<file path="src/design/modbus_rtu_sensor_responder_core_defines.svh">
// Assertion macros for the Modbus RTU sensor responder.
// Used by design files that carry concurrent checks; needs clk and arst_n in scope.
`ifndef MODBUS_RTU_SENSOR_RESPONDER_CORE_DEFINES_SVH
`define MODBUS_RTU_SENSOR_RESPONDER_CORE_DEFINES_SVH

// Consequent must hold in the same cycle as the antecedent.
`define MRSR_ASSERT_SAME(label, ante, cons, msg) \
	label: assert property (@(posedge clk) disable iff (!arst_n) (ante) |-> (cons)) \
		else $error(msg);

// Consequent must hold in the cycle after the antecedent.
`define MRSR_ASSERT_NEXT(label, ante, cons, msg) \
	label: assert property (@(posedge clk) disable iff (!arst_n) (ante) |=> (cons)) \
		else $error(msg);

`endif

</file>
<file path="src/design/mrsr_pkg.sv">
// Shared types, constants and the CRC step for the Modbus RTU sensor responder.
// No dependencies; used by the responder core.
package mrsr_pkg;

	// Frame geometry.
	localparam int FRAME_LEN = 8;
	localparam int POS_W     = 3;
	localparam int BYTE_W    = 8;

	localparam logic [POS_W-1:0] CRC_LO_POS = 3'd6;
	localparam logic [POS_W-1:0] CRC_HI_POS = 3'd7;
	localparam logic [POS_W-1:0] LAST_POS   = 3'd7;

	// Modbus CRC-16 and protocol codes.
	localparam logic [15:0] CRC_INIT = 16'hFFFF;
	localparam logic [15:0] CRC_POLY = 16'hA001;

	localparam logic [7:0]  FUNC_ECHO = 8'h00;
	localparam logic [7:0]  FUNC_READ = 8'h03;
	localparam logic [7:0]  ERR_FLAG  = 8'h80;

	localparam logic [15:0] ERR_BAD_FUNCTION = 16'h0001;
	localparam logic [15:0] ERR_BAD_REGISTER = 16'h0002;

	localparam logic [15:0] REG_ACCEL_X = 16'd1;
	localparam logic [15:0] REG_ACCEL_Y = 16'd2;
	localparam logic [15:0] REG_ACCEL_Z = 16'd3;

	localparam logic [7:0]  NODE_ID_RESET = 8'd6;

	// Sequencer states.
	typedef enum logic [3:0] {
		ST_RX    = 4'b0001,
		ST_READ  = 4'b0010,
		ST_CHECK = 4'b0100,
		ST_SEND  = 4'b1000
	} state_t;

	// One byte of the reflected CRC-16, bit by bit.
	function automatic logic [15:0] crc16_byte(input logic [15:0] crc, input logic [7:0] data);
		logic [15:0] c;
		c = crc ^ {8'h00, data};
		for (int i = 0; i < 8; i++) begin
			c = c[0] ? ((c >> 1) ^ CRC_POLY) : (c >> 1);
		end
		return c;
	endfunction

endpackage

</file>
<file path="src/design/modbus_rtu_sensor_responder_core.sv">
// Top level of the Modbus RTU sensor responder: frame store, sequencer and reply builder.
// Depends on mrsr_pkg, mrsr_ram and the assertion macro header.
//
// The block takes request bytes one per transaction and cuts them into fixed 8-byte
// frames counted from reset; it never realigns. Each byte is written to the frame
// store. After the eighth byte, input is held off while the sequencer reads the
// frame back through the store's single, registered read port, one byte per cycle,
// and checks CRC and address. A frame that fails is dropped with no reply; one that
// passes yields an 8-byte reply, one transaction per cycle while the sink is ready,
// with the reply CRC built as the bytes go out. The acceleration samples are taken
// from the transaction that carries the eighth byte.
`include "modbus_rtu_sensor_responder_core_defines.svh"

module modbus_rtu_sensor_responder_core
	import mrsr_pkg::*;
(
	input  logic        clk,
	input  logic        arst_n,
	// Configuration: node_id.
	input  logic        cfg_we,
	input  logic [7:0]  cfg_wdata,
	// Request stream.
	input  logic        s_axis_tvalid,
	output logic        s_axis_tready,
	input  logic [55:0] s_axis_tdata,  // rx_byte[7:0], accel_x[23:8], accel_y[39:24], accel_z[55:40]
	// Reply stream.
	output logic        m_axis_tvalid,
	input  logic        m_axis_tready,
	output logic [7:0]  m_axis_tdata,  // tx_byte[7:0]
	output logic        m_axis_tlast
);

	// Input fields.
	logic [7:0]         rx_byte;
	logic signed [15:0] accel_x;
	logic signed [15:0] accel_y;
	logic signed [15:0] accel_z;

	assign rx_byte = s_axis_tdata[7:0];
	assign accel_x = s_axis_tdata[23:8];
	assign accel_y = s_axis_tdata[39:24];
	assign accel_z = s_axis_tdata[55:40];

	// Control state.
	state_t            state_q;
	logic [POS_W-1:0]  pos_q;
	logic [7:0]        node_id_q;
	logic [POS_W:0]    rd_cnt_q;
	logic              rd_vld_s1;
	logic [POS_W-1:0]  rd_idx_s1;
	logic [POS_W-1:0]  tx_idx_q;

	// Payload state.
	logic [7:0]         frm_q [FRAME_LEN];
	logic [7:0]         rep_q [FRAME_LEN-2];
	logic [15:0]        crc_q;
	logic signed [15:0] acc_x_q;
	logic signed [15:0] acc_y_q;
	logic signed [15:0] acc_z_q;

	// Handshakes.
	logic in_acc;
	logic out_acc;

	assign s_axis_tready = (state_q == ST_RX);
	assign m_axis_tvalid = (state_q == ST_SEND);
	assign in_acc        = s_axis_tvalid & s_axis_tready;
	assign out_acc       = m_axis_tvalid & m_axis_tready;

	// Frame store.
	logic             ram_re;
	logic [POS_W-1:0] ram_raddr;
	logic [7:0]       ram_rdata;

	assign ram_re    = (state_q == ST_READ) & ~rd_cnt_q[POS_W];
	assign ram_raddr = rd_cnt_q[POS_W-1:0];

	mrsr_ram #(
		.WIDTH(BYTE_W),
		.DEPTH(FRAME_LEN)
	) u_frame_ram (
		.clk   (clk),
		.we    (in_acc),
		.waddr (pos_q),
		.wdata (rx_byte),
		.re    (ram_re),
		.raddr (ram_raddr),
		.rdata (ram_rdata)
	);

	// Frame check and reply body.
	logic [7:0]  func;
	logic [15:0] reg_num;
	logic [15:0] crc_got;
	logic        frame_ok;
	logic [15:0] err_code;
	logic [7:0]  rep_d [FRAME_LEN-2];

	assign func     = frm_q[1];
	assign reg_num  = {frm_q[2], frm_q[3]};
	assign crc_got  = {frm_q[7], frm_q[6]};
	assign frame_ok = (crc_q == crc_got) && (frm_q[0] == node_id_q);
	assign err_code = (func == FUNC_READ) ? ERR_BAD_REGISTER : ERR_BAD_FUNCTION;

	always_comb begin
		for (int i = 0; i < FRAME_LEN - 2; i++) begin
			rep_d[i] = frm_q[i];
		end
		if (func == FUNC_ECHO) begin
			// Echo the request body unchanged.
		end else if (func == FUNC_READ && reg_num == REG_ACCEL_X) begin
			rep_d[4] = acc_x_q[15:8];
			rep_d[5] = acc_x_q[7:0];
		end else if (func == FUNC_READ && reg_num == REG_ACCEL_Y) begin
			rep_d[4] = acc_y_q[15:8];
			rep_d[5] = acc_y_q[7:0];
		end else if (func == FUNC_READ && reg_num == REG_ACCEL_Z) begin
			rep_d[4] = acc_z_q[15:8];
			rep_d[5] = acc_z_q[7:0];
		end else begin
			rep_d[1] = func | ERR_FLAG;
			rep_d[2] = err_code[15:8];
			rep_d[3] = err_code[7:0];
			rep_d[4] = 8'h00;
			rep_d[5] = 8'h00;
		end
	end

	// Reply byte selection: body bytes, then the CRC low byte first.
	always_comb begin
		case (tx_idx_q)
			CRC_LO_POS: m_axis_tdata = crc_q[7:0];
			CRC_HI_POS: m_axis_tdata = crc_q[15:8];
			default:    m_axis_tdata = rep_q[tx_idx_q];
		endcase
	end

	assign m_axis_tlast = (tx_idx_q == LAST_POS);

	// Sequencer and counters.
	always_ff @(posedge clk or negedge arst_n) begin
		if (!arst_n) begin
			state_q   <= ST_RX;
			pos_q     <= '0;
			node_id_q <= NODE_ID_RESET;
			rd_cnt_q  <= '0;
			rd_vld_s1 <= 1'b0;
			rd_idx_s1 <= '0;
			tx_idx_q  <= '0;
		end else begin
			if (cfg_we) begin
				node_id_q <= cfg_wdata;
			end
			rd_vld_s1 <= ram_re;
			rd_idx_s1 <= ram_raddr;
			case (state_q)
				ST_RX: begin
					if (in_acc) begin
						pos_q <= pos_q + 1'b1;
						if (pos_q == LAST_POS) begin
							state_q  <= ST_READ;
							rd_cnt_q <= '0;
						end
					end
				end
				ST_READ: begin
					if (ram_re) begin
						rd_cnt_q <= rd_cnt_q + 1'b1;
					end
					if (rd_vld_s1 && rd_idx_s1 == LAST_POS) begin
						state_q <= ST_CHECK;
					end
				end
				ST_CHECK: begin
					tx_idx_q <= '0;
					state_q  <= frame_ok ? ST_SEND : ST_RX;
				end
				ST_SEND: begin
					if (out_acc) begin
						tx_idx_q <= tx_idx_q + 1'b1;
						if (tx_idx_q == LAST_POS) begin
							state_q <= ST_RX;
						end
					end
				end
				default: begin
					state_q <= ST_RX;
				end
			endcase
		end
	end

	// Frame capture, CRC accumulation and reply registers.
	always_ff @(posedge clk) begin
		if (in_acc && pos_q == LAST_POS) begin
			acc_x_q <= accel_x;
			acc_y_q <= accel_y;
			acc_z_q <= accel_z;
			crc_q   <= CRC_INIT;
		end
		if (rd_vld_s1) begin
			frm_q[rd_idx_s1] <= ram_rdata;
			if (rd_idx_s1 < CRC_LO_POS) begin
				crc_q <= crc16_byte(crc_q, ram_rdata);
			end
		end
		if (state_q == ST_CHECK) begin
			crc_q <= CRC_INIT;
			for (int i = 0; i < FRAME_LEN - 2; i++) begin
				rep_q[i] <= rep_d[i];
			end
		end
		if (out_acc && tx_idx_q < CRC_LO_POS) begin
			crc_q <= crc16_byte(crc_q, m_axis_tdata);
		end
	end

	// Checks on the sequencer.
	`MRSR_ASSERT_SAME(a_one_side, s_axis_tready, !m_axis_tvalid, "input and reply both open")
	`MRSR_ASSERT_NEXT(a_frame_close, in_acc && pos_q == LAST_POS, state_q == ST_READ,
		"eighth byte did not start read-back")
	`MRSR_ASSERT_NEXT(a_reply_end, out_acc && m_axis_tlast, s_axis_tready && pos_q == '0,
		"last reply byte did not return to receive")
	`MRSR_ASSERT_SAME(a_read_phase, rd_vld_s1, state_q == ST_READ, "read data outside read-back")

endmodule

</file>
<file path="src/design/mrsr_ram.sv">
// Generic single-port-write, single-port-read RAM with registered read data.
// No dependencies.
module mrsr_ram #(
	parameter int WIDTH = 8,
	parameter int DEPTH = 8
) (
	input  logic                     clk,
	input  logic                     we,
	input  logic [$clog2(DEPTH)-1:0] waddr,
	input  logic [WIDTH-1:0]         wdata,
	input  logic                     re,
	input  logic [$clog2(DEPTH)-1:0] raddr,
	output logic [WIDTH-1:0]         rdata
);

	logic [WIDTH-1:0] mem [DEPTH];

	// Write port and registered read port.
	always_ff @(posedge clk) begin
		if (we) begin
			mem[waddr] <= wdata;
		end
		if (re) begin
			rdata <= mem[raddr];
		end
	end

endmodule
</file>
<file path="config.mk">
export PLATFORM = sky130hd
export DESIGN_NAME = modbus_rtu_sensor_responder_core
export DESIGN_NICKNAME = d
export VERILOG_FILES = /design/src/design/mrsr_pkg.sv /design/src/design/modbus_rtu_sensor_responder_core.sv /design/src/design/mrsr_ram.sv
export VERILOG_INCLUDE_DIRS = /design/src /design/src/design
export SDC_FILE = /design/constraint.sdc
export NUM_CORES = 1
export LEC_CHECK = 0
export BUFFER_PORTS_ARGS = -buffer_cell sky130_fd_sc_hd__buf_2
export CAP_MARGIN = 20
export CORE_ASPECT_RATIO = 1.5
export CORE_UTILIZATION = 40
export CTS_BUF_LIST = sky130_fd_sc_hd__clkbuf_4 sky130_fd_sc_hd__clkbuf_8 sky130_fd_sc_hd__clkbuf_16
export DETAILED_ROUTE_END_ITERATION = 6
export GPL_ROUTABILITY_DRIVEN = 0
export GPL_TIMING_DRIVEN = 0
export PLACE_DENSITY_LB_ADDON = 0.08
export SLEW_MARGIN = 20
export SYNTH_ARGS = -nofsm -noshare
export SYNTH_HDL_FRONTEND = slang
export SYNTH_SLANG_ARGS = --single-unit
</file>
<file path="constraint.sdc">
create_clock -name clk -period 6.15 [get_ports clk]
set_input_delay 0.3075 -clock clk [delete_from_list [all_inputs] [get_ports clk]]
set_output_delay 0.3075 -clock clk [all_outputs]
set_load 0.1 [all_outputs]
</file>
==> Word-level counts from Yosys, hierarchy flattened <==
Memories as Yosys holds them, arrays and structs flattened. A register that Yosys moved wholly into a read port is not among the register bits.
Index checks and enable logic that the tools add are counted.
{ "totals": {"register_bits": 90, "ram_bits": 176, "input_bits": 69, "output_inout_bits": 11, "elab_cells": 124, "memories": 3} }
{ "classes": {"n_addsub": 3, "n_lt_le_gt_ge": 2, "n_eq_ne": 20, "mux": 49, "bitwise_logic": 22, "reduce_logical": 14} }
{ "mem_list": {"columns": ["memory", "words", "width", "rd", "rd_clocked_by_memory_dff", "write_ports", "line_no", "source"], "rows": [
  ["frm_q", 8, 8, 8, 0, 1, "modbus_rtu_sensor_responder_core.sv:54", "logic [7:0] frm_q [FRAME_LEN];"],
  ["u_frame_ram.mem", 8, 8, 1, 1, 1, "mrsr_ram.sv:16", "logic [WIDTH-1:0] mem [DEPTH];"],
  ["rep_q", 6, 8, 1, 0, 6, "modbus_rtu_sensor_responder_core.sv:55", "logic [7:0] rep_q [FRAME_LEN-2];"]
]} }
{ "op_table": {"columns": ["operator", "count"], "rows": [
  ["$mux 16", 24],
  ["$mux 24", 3],
  ["$not 2->3", 16],
  ["$mux 40", 1],
  ["$mux 4", 9],
  ["$eq 16x2->1 const B", 2],
  ["$xor 16x8->16", 2],
  ["$eq 16x1->1 const B", 1],
  ["$eq 16x16->1", 1],
  ["$pmux 4 s4", 1],
  ["$pmux 8 s2", 1],
  ["$eq 3x3->1 const B", 4],
  ["$ne 2x1->1 const B", 5],
  ["$eq 8x2->1 const B", 1],
  ["$eq 8x8->1", 1],
  ["$logic_not 8->1", 1],
  ["$pmux 4 s2", 1],
  ["$logic_and 1x1->1", 7],
  ["$add 3x1->3 const B", 2],
  ["$lt 3x3->1 const B", 2],
  ["$mux 1", 6],
  ["$pmux 3 s2", 1],
  ["$reduce_and 5->1", 1],
  ["$add 4x1->4 const B", 1],
  ["12 further kinds", 16]
]} }

==> Logic depth before layout (Yosys ltp) <==
Gate-level depths: netlist of run 1.
{ "depth": {"word_depth": 21, "ltp_mapped": 12, "mapped_depth_nobuf": 10} }

==> Modules after synthesis <==
A second synthesis of run 1 with hierarchy kept.
{ "unflattened": {"cells_unflattened": 752, "area_unflattened_um2": 11696.2} }
{ "by_module_without_submodules": {"columns": ["mod", "instances", "cells_each", "area_per_inst_um2", "seq_area_each_um2"], "rows": [
  ["modbus_rtu_sensor_responder_core", 1, 638, 8924.8, 5779.3],
  ["mrsr_ram", 1, 114, 2771.4, 2162.1]
]} }

==> Worst setup path before layout of run 1 <==
Ideal clock, no wire load.
{ "synth_path": {"path_type": "register to register", "from": "register state_q[0]", "to": "register rd_cnt_q[0]", "setup_ns": 0.125, "arrival_time_ns": 6.655, "required_ns": 6.025, "slack_ns": -0.630, "path_stages_with_launch": 7, "n_path_buf": 2, "synth_period_minus_slack_ns": 6.780, "path_cell_list": "dfstp_2 > nor4b_1 > and3_1 > clkbuf_1 > clkbuf_1 > nor2_1 > mux2_2"} }
{ "synth_via": {"elab_chain_len": 4, "word_cells_on_any_way": 10, "classes_between": "eq/ne: 5; mux: 1; bitwise: 2; reduce/logical: 2"} }
{ "synth_rtl": {"columns": ["item", "line_no", "source"], "rows": [
  ["start: declaration", "modbus_rtu_sensor_responder_core.sv:45", "state_t state_q;"],
  ["start signal: assignment", "modbus_rtu_sensor_responder_core.sv:176", "state_q <= frame_ok ? ST_SEND : ST_RX;"],
  ["$eq 4x1->1 (*)", "modbus_rtu_sensor_responder_core.sv:65", "assign s_axis_tready = (state_q == ST_RX);"],
  ["net s_axis_tready", "modbus_rtu_sensor_responder_core.sv:24", "output logic s_axis_tready,"],
  ["$and 1x1->1", "modbus_rtu_sensor_responder_core.sv:67", "assign in_acc = s_axis_tvalid & s_axis_tready;"],
  ["$ne 2x1->1 (no source line)", null, null],
  ["$reduce_and 4->1 (no source line)", null, null],
  ["end signal: assignment", "modbus_rtu_sensor_responder_core.sv:168", "rd_cnt_q <= rd_cnt_q + 1'b1;"],
  ["end: declaration", "modbus_rtu_sensor_responder_core.sv:48", "logic [POS_W:0] rd_cnt_q;"]
]} }
The timed path passes the listed nets; every way through them passes the cells marked *.
A chain may end at the register's enable or synchronous reset.

==> Worst setup path after layout of run 1 <==
{ "layout_path": {"from": "register tx_idx_q[0]", "to": "output m_axis_tdata[7]"} }
{ "layout_via": {"elab_chain_len": 2, "word_cells_on_any_way": 4, "classes_between": "eq/ne: 2; mux: 1; memory: 1"} }
{ "layout_rtl": {"columns": ["item", "line_no", "source"], "rows": [
  ["start: declaration", "modbus_rtu_sensor_responder_core.sv:51", "logic [POS_W-1:0] tx_idx_q;"],
  ["start signal: assignment", "modbus_rtu_sensor_responder_core.sv:180", "tx_idx_q <= tx_idx_q + 1'b1;"],
  ["$mem_v2 6x8 or $eq 3x3->1 (tied branches)", null, null],
  ["$pmux 8 s2 (*)", "modbus_rtu_sensor_responder_core.sv:131", "case (tx_idx_q)"],
  ["end: declaration", "modbus_rtu_sensor_responder_core.sv:29", "output logic [7:0] m_axis_tdata,"]
]} }
Every way passes the cells marked *; elsewhere a longest branch is shown, timed or not.

==> flow_summary_export.csv, run 1 <==
group,metric,value,unit
outcome,outcome,"finished clean",
timing,clock_skew,0.0179,ns
finish,syn_to_final_growth,20.2,%
yosys,ys_seq_elements,274,
power,p_seq_share,54.6,%
yosys,syn_area,11500,um2
floorplan,die_x,141,um
floorplan,rows,75,
yosys,synth_warnings,0,
floorplan,fp.dieH,210,um
timing,maxSlewHeadroom,34.4,%
finish,mostFrequentLayoutCell,"edfxtp_1",
floorplan,fp.dieArea,29500,um2
routing,drtPass1Iterations,5,
finish,final_cell_area,13800,um2
clock_tree,cts-root-buf,"clkbuf_16",
min_path,min_path_type,"primary input to flip-flop",
finish,nNetsFinal,1001,
clock_tree,path_clk_slew,0.06,ns
routing,first_iter_violations,271,
run,max_cap_viol_count,0,
placed_design,dp_hpwl,19100,um
power,p_int,2.97,mW
global_routing,grt_usage,19.1,%
routing,wl_per_cell,20.9,um
clock_tree,holdBufCountCts,57,
clock_tree,numCtsBuffers,27,
global_routing,overflow,0,
global_routing,grt_pass1_wl,41900,um
routing,final_antenna_net_count,0,
floorplan,ios,80,
power,p_leak,4.77,nW
placed_design,placed_area,12400,um2
timing,finalCritPeriodShare,55.2,%
placed_design,dp_slack,2.91,ns
timing,fmax,295,MHz
finish,final_cell_mix,"232 x edfxtp_1, 83 x buf_2, 57 x dlygate4sd3_1",
routing,routed-via-count,6759,
worst_setup_path,crit_fanout,10,
floorplan,initial_core_util,40.9,%
power,p_sw,720,uW
global_routing,grt_max_degree,58,
finish,fin_cells,1293,
power,ir_drop,0.234,mV
min_path,min_path_cells,1,
routing,routed_wirelength,27000,um
yosys,yosysSeqAreaShare,69.0,%
placed_design,port_buffers,78,
yosys,synthArstFlopShare,9.49,%
clock_tree,cts_sinks,274,
timing,final_max_slew_viol_count,0,
placed_design,dp_cells,1186,
worst_setup_path,cp.required,5.84,ns
routing,drc,0,
timing,finalHoldViolCount,0,
worst_setup_path,crit_path_end_kind,"output port",
yosys,avgSynthCellArea,15.2,um2
timing,worstMarginPinSlew,0.980,ns
yosys,synth_ff_type,"edfxtp_1",
yosys,synth_edf_count,232,
clock_tree,clk_latency,0.55,ns
timing,fin_tns_setup,0,ns
timing,setup_viol,0,
worst_setup_path,crit_arrival,3.09,ns
worst_setup_path,reg2regPathDepth,10,
finish,n_fill_cell,2426,
yosys,synth_cell_type_count,57,
clock_tree,postCtsSetupBuffers,0,
clock_tree,h-tree-depth,1,
finish,regArea,7940,um2
worst_setup_path,path_class,"flip-flop to output port",
timing,setup_slack,2.76,ns
finish,drive_gt1_share,22.6,%
power,power_frac_comb,1.9,%
floorplan,coreArea,28200,um2
power,power.density,266,nW/um2
finish,multi_input_area,3410,um2
routing,viasPerCell,5.23,
timing,grt_setup_unrepaired,"no",
clock_tree,cts_tree,"built",
power,clock_power_share,43.5,%
clock_tree,ctsResizeCount,0,
global_routing,grt_pass1_vias,7384,
worst_setup_path,crit_path_start_kind,"flip-flop",
power,switching_share,19.5,%
clock_tree,cts_max_path_buffers,3,
finish,diodes,0,
global_routing,antenna_found_initial,0,
timing,fin_crit,3.39,ns
yosys,synth_cells,759,
yosys,syn-num-nets,834,
synth_stat cells, types with 14 or more instances:
library cell | number | area share [%]
a22oi_1 | 19 | 1.2
a21oi_1 | 23 | 1.0
xor2_1 | 37 | 2.8
dfrtp_1 | 23 | 5.0
nor2_1 | 48 | 1.6
xnor2_1 | 20 | 1.5
dfxtp_1 | 16 | 2.8
nor3_1 | 22 | 0.96
nand3_1 | 14 | 0.61
mux2_2 | 40 | 3.9
edfxtp_1 | 232 | 61
and2_1 | 16 | 0.87
clkbuf_1 | 25 | 0.82
nand2_1 | 50 | 1.6
o21ai_0 | 33 | 1.4
mux4_2 | 20 | 3.9
critical path, cell delays in order (launching register included):
cell     delay (ns)
dfrtp_1        0.36
buf_6          0.18
buf_2          0.33
mux4_2         0.54
o21ai_0        0.39
o21ai_0        0.25
a21o_1         0.20
buf_2          0.28
registers in the layout, indices dropped and copies added, names as in the netlist:
name	count
frm_q	64
u_frame_ram.mem	64
rep_q	48
acc_x_q	16
acc_y_q	16
acc_z_q	16
crc_q	16
node_id_q	8
u_frame_ram.rdata	8
rd_cnt_q	4
state_q	4
pos_q	3
rd_idx_s1	3
tx_idx_q	3
rd_vld_s1	1
layout make-up:
| cell class | count | share of cell area, % |
|---|---|---|
| Sequential cell | 274 | 57.4 |
| Multi-Input combinational cell | 438 | 24.6 |
| Timing Repair Buffer | 138 | 7.20 |
| Clock buffer | 32 | 5.15 |
| Tap cell | 346 | 3.13 |
| Buffer | 39 | 1.25 |
| Clock inverter | 18 | 1.06 |
| Inverter | 8 | 0.217 |
routing by layer:
metal  GRT usage, %  routed length, um  vias up
met2           36.3              14800      154
met3           2.65                922       38
met1           21.4              10600     3363
li1               -                  -     3204
met5              0                  0        -
met4           7.20                654        0
cells by family after synthesis:
family                     share of synthesized area [%]
AOI/OAI and AO/OA                                   5.48
xor gates and xnor gates                            5.21
DFF                                                 69.0
adders and majority gates                          0.652
and+or+nand+nor                                     8.42
muxes                                               9.54
buffers and inverters                               1.73
through the flow:
step	power (mW)	hold slack (ns)	util, %
2_1_floorplan	2.06	0.0119	-
3_3_place_gp	2.09	0.352	43.8
3_5_place_dp	2.09	0.365	44.1
4_1_cts	3.73	0.0125	49.1
5_1_grt	3.80	0.0192	49.2
6_report	3.69	0.0427	49.2
path summary, 6_finish.rpt:
check / start / end / slack [ns]
worst min register to register: rd_cnt_q[2]$_DFFE_PN0P_ / rd_idx_s1[2]$_DFF_PN0_ / 0.38
worst max-delay path: tx_idx_q[0]$_DFFE_PN0P_ / m_axis_tdata[7] / 2.76
max in group asynchronous: arst_n / state_q[3]$_DFFE_PN0P_ / 5.41
worst min-delay path: s_axis_tdata[7] / u_frame_ram.mem[5][7]$_DFFE_PP_ / 0.04
min in group asynchronous: arst_n / tx_idx_q[0]$_DFFE_PN0P_ / 0.31
worst max register to register: tx_idx_q[0]$_DFFE_PN0P_ / crc_q[15]$_DFF_P_ / 2.89
power groups by stage:
stage | clock network [mW] | logic (mW) | registers, mW
floorplan | 0 | 0.0101 | 2.05
global placement | 0 | 0.0407 | 2.05
detailed placement | 0 | 0.0430 | 2.05
CTS | 1.65 | 0.0705 | 2.01
global route | 1.71 | 0.0764 | 2.01
finish | 1.60 | 0.0701 | 2.01
Power figures use the tool's default switching activity.
==> inputs of run 2 (changes only) <==
--- a/config.mk
+++ b/config.mk
@@ -6,6 +6,7 @@
 export SDC_FILE = /design/constraint.sdc
 export NUM_CORES = 1
 export LEC_CHECK = 0
+export ABC_AREA = 1
 export BUFFER_PORTS_ARGS = -buffer_cell sky130_fd_sc_hd__buf_2
 export CAP_MARGIN = 20
 export CORE_ASPECT_RATIO = 1.5
==> constraint.sdc (replaced) <==
create_clock -name clk -period 3.36 [get_ports clk]
set_input_delay 0.168 -clock clk [delete_from_list [all_inputs] [get_ports clk]]
set_output_delay 0.168 -clock clk [all_outputs]
set_load 0.1 [all_outputs]
==> flow_summary_export.csv, run 2 <==
group,metric,value,unit
timing,worstMarginPinSlew,0.986,ns
finish,final_cell_mix,"232 x edfxtp_1, 172 x nand2_1, 143 x nor2_1",
worst_setup_path,crit_chain,"nor2_1, inv_1, nor3_4, clkinvlp_4, nor4_1, nand4_1, o41ai_1, o21a_1",
routing,viasPerCell,4.91,
worst_setup_path,crit_fanout,14,
yosys,synth_area_leaders,"edfxtp_1 60%, nand2_1 5.5%, dfrtp_1 4.9%",
worst_setup_path,r2r_setup_slack,0.29,ns
routing,first_iter_violations,498,
worst_setup_path,cp_num_buf_inv,2,
min_path,min_path_cells,5,
power,p_total,11.4,mW
timing,finalHoldViolCount,0,
finish,mostFrequentLayoutCell,"edfxtp_1",
global_routing,antenna_found_initial,0,
power,ir_drop,0.415,mV
worst_setup_path,crit_arrival,3.55,ns
floorplan,die_x,142,um
yosys,synth_edf_count,232,
worst_setup_path,path_class,"flip-flop to flip-flop",
worst_setup_path,r2r_start,"state_q[1]$_DFFE_PN0P_",
run,max_cap_viol_count,0,
routing,routed-via-count,7964,
routing,routed_wirelength,29500,um
min_path,min_path_type,"primary input to flip-flop",
global_routing,grt_pass1_vias,8188,
timing,clock_skew,0.0137,ns
floorplan,ios,80,
worst_setup_path,critPathTopFamily,"simple AND/OR/NAND/NOR gates",
yosys,avgSynthCellArea,11.3,um2
routing,drc,0,
finish,drive_gt1_share,15.9,%
timing,finalCritPeriodShare,91.2,%
placed_design,port_buffers,78,
clock_tree,cts-root-buf,"clkbuf_16",
finish,diodes,0,
finish,final_cell_area,14300,um2
yosys,synth_cell_type_count,46,
worst_setup_path,max_stage_delay,0.66,ns
clock_tree,path_clk_slew,0.06,ns
yosys,synth_top_area_share,59.6,%
routing,wl_per_cell,18.2,um
timing,fin_crit,3.07,ns
routing,final_antenna_net_count,0,
power,p_leak,5.57,nW
global_routing,overflow,0,
worst_setup_path,reg2reg_to,"state_q[3]$_DFFE_PN0P_",
timing,fmax,326,MHz
finish,largest_registers,"frm_q: 64 flops, u_frame_ram.mem: 64 flops, rep_q: 48 flops",
worst_setup_path,crit_path_end_kind,"flip-flop",
clock_tree,cts_tree,"built",
min_path,hp-start,"s_axis_tvalid",
timing,hold_ws,0.0194,ns
global_routing,grt_pass1_wl,45200,um
yosys,synth_ff_type,"edfxtp_1",
power,power.density,793,nW/um2
floorplan,initial_core_util,40.7,%
floorplan,rows,76,
clock_tree,cts_sinks,274,
global_routing,grt_max_degree,29,
yosys,syn_area,11700,um2
yosys,synth_warnings,0,
min_path,holdPathEnd,"pos_q[1]$_DFFE_PN0P_",
worst_setup_path,reg2regPathDepth,8,
clock_tree,cts_max_path_buffers,3,
yosys,synthArstFlopShare,9.49,%
yosys,syn-num-nets,1107,
timing,setup_viol,0,
timing,maxSlewHeadroom,34.0,%
placed_design,placed_area,12700,um2
global_routing,grt_usage,20.4,%
worst_setup_path,critPathSlowestCell,"nor3_4",
clock_tree,numCtsBuffers,28,
worst_setup_path,crit_path_start_kind,"flip-flop",
yosys,yosysSeqAreaShare,67.9,%
routing,drtPass1Iterations,5,
yosys,ys_seq_elements,274,
timing,fin_tns_setup,0,ns
clock_tree,clk_latency,0.55,ns
yosys,synthTopCellsByCount,"232 x edfxtp_1, 172 x nand2_1, 143 x nor2_1",
yosys,yosysMostFrequentCell,"edfxtp_1",
clock_tree,h-tree-depth,1,
yosys,yosysTopAreaCell,"edfxtp_1",
yosys,synth_cells,1032,
floorplan,fp.dieArea,29900,um2
finish,syn_to_final_growth,22.5,%
outcome,outcome,"finished clean",
finish,nNetsFinal,1285,
worst_setup_path,cp.required,3.85,ns
floorplan,fp.dieH,211,um
placed_design,dp_hpwl,20700,um
timing,grt_setup_unrepaired,"yes",
floorplan,coreArea,28700,um2
timing,final_max_slew_viol_count,0,
==> run 2: changes by cell type in the layout (fill, tap and decap cells not counted), sizes merged, moves of 22 or more <==
cell   delta
o21ai    +40
mux2     -34
nand2   +142
nor2     +98
inv      +79
xor2     -29
nand3    +57
mux4     -22
==> run 2: worst min-delay path, delay by kind of cell <==
kind                   cells  cell delay, ns
buffers and inverters      2            0.18
and+or+nand+nor            3            0.18
==> run 2: cells by family after synthesis <==
logic type                 Yosys count  synth area share, %
DFF                                274                 67.9
AOI/OAI and AO/OA                  157                 8.10
xor gates and xnor gates            34                 2.68
muxes                                7                0.674
and+or+nand+nor                    430                 15.6
buffers and inverters              124                 4.34
adders and majority gates            6                0.642
==> run 2: per-layer routing <==
metal  part of all wire, %  global-route usage, %  routed length [um]  vias to the layer above
li1                      -                      -                   -                     3950
met1                    40                   23.4               11900                     3794
met2                    52                   37.8               15500                      168
met3                   3.5                   2.65                1040                       52
met4                   3.6                   8.68                1080                        0
met5                     0                      0                   0                        -
==> run 2: area by class of cell <==
| class | count | area, um2 |
|---|---|---|
| buffer | 29 | 149 |
| clock buffer | 38 | 806 |
| clock inverter | 14 | 166 |
| fill | 2626 | 14400 |
| inverter | 95 | 363 |
| multi-input combinational | 634 | 3280 |
| sequential | 274 | 7940 |
| tap | 390 | 488 |
| timing repair buffer | 148 | 1130 |
==> run 2: timing repair <==
| item | in CTS | in global routing |
|---|---|---|
| buffers inserted | 0 | 0 |
| resized for setup | 0 | 2 |
| endpoints found under the setup margin | 0 | 4 |
| hold buffers | 65 | 0 |
| hold endpoints to repair | 143 | 0 |
==> run 2: worst max path at each step <==
stage / from / end / slack [ns] / cells after the start
global placement: state_q[1]$_DFFE_PN0P_ / state_q[3]$_DFFE_PN0P_ / -1.47 / 8
detailed placement: state_q[1]$_DFFE_PN0P_ / state_q[3]$_DFFE_PN0P_ / 0.15 / 8
floorplan: state_q[3]$_DFFE_PN0P_ / crc_q[13]$_DFF_P_ / 0.003 / 12
finish: state_q[1]$_DFFE_PN0P_ / state_q[3]$_DFFE_PN0P_ / 0.29 / 8
global route: state_q[1]$_DFFE_PN0P_ / state_q[0]$_DFFE_PN1P_ / -0.007 / 8
CTS: state_q[1]$_DFFE_PN0P_ / state_q[3]$_DFFE_PN0P_ / 0.14 / 8
==> run 2: per-stage QoR <==
| step | worst slack (ns) | util, % | instances |
|---|---|---|---|
| floorplan | 0.00298 | - | 1032 |
| global placement | -1.47 | 43.8 | 1500 |
| detailed placement | 0.154 | 44.2 | 1505 |
| CTS | 0.137 | 49.8 | 1622 |
| global route | -0.00730 | 49.9 | 1622 |
| finish | 0.295 | 49.9 | 1622 |
==> run 2: where the power goes <==
group | switching [mW] | leakage, nW | internal [mW]
combinational | 2.68 | 2.52 | 1.14
sequential | 0.301 | 2.57 | 3.99
clock | 1.27 | 0.484 | 1.98
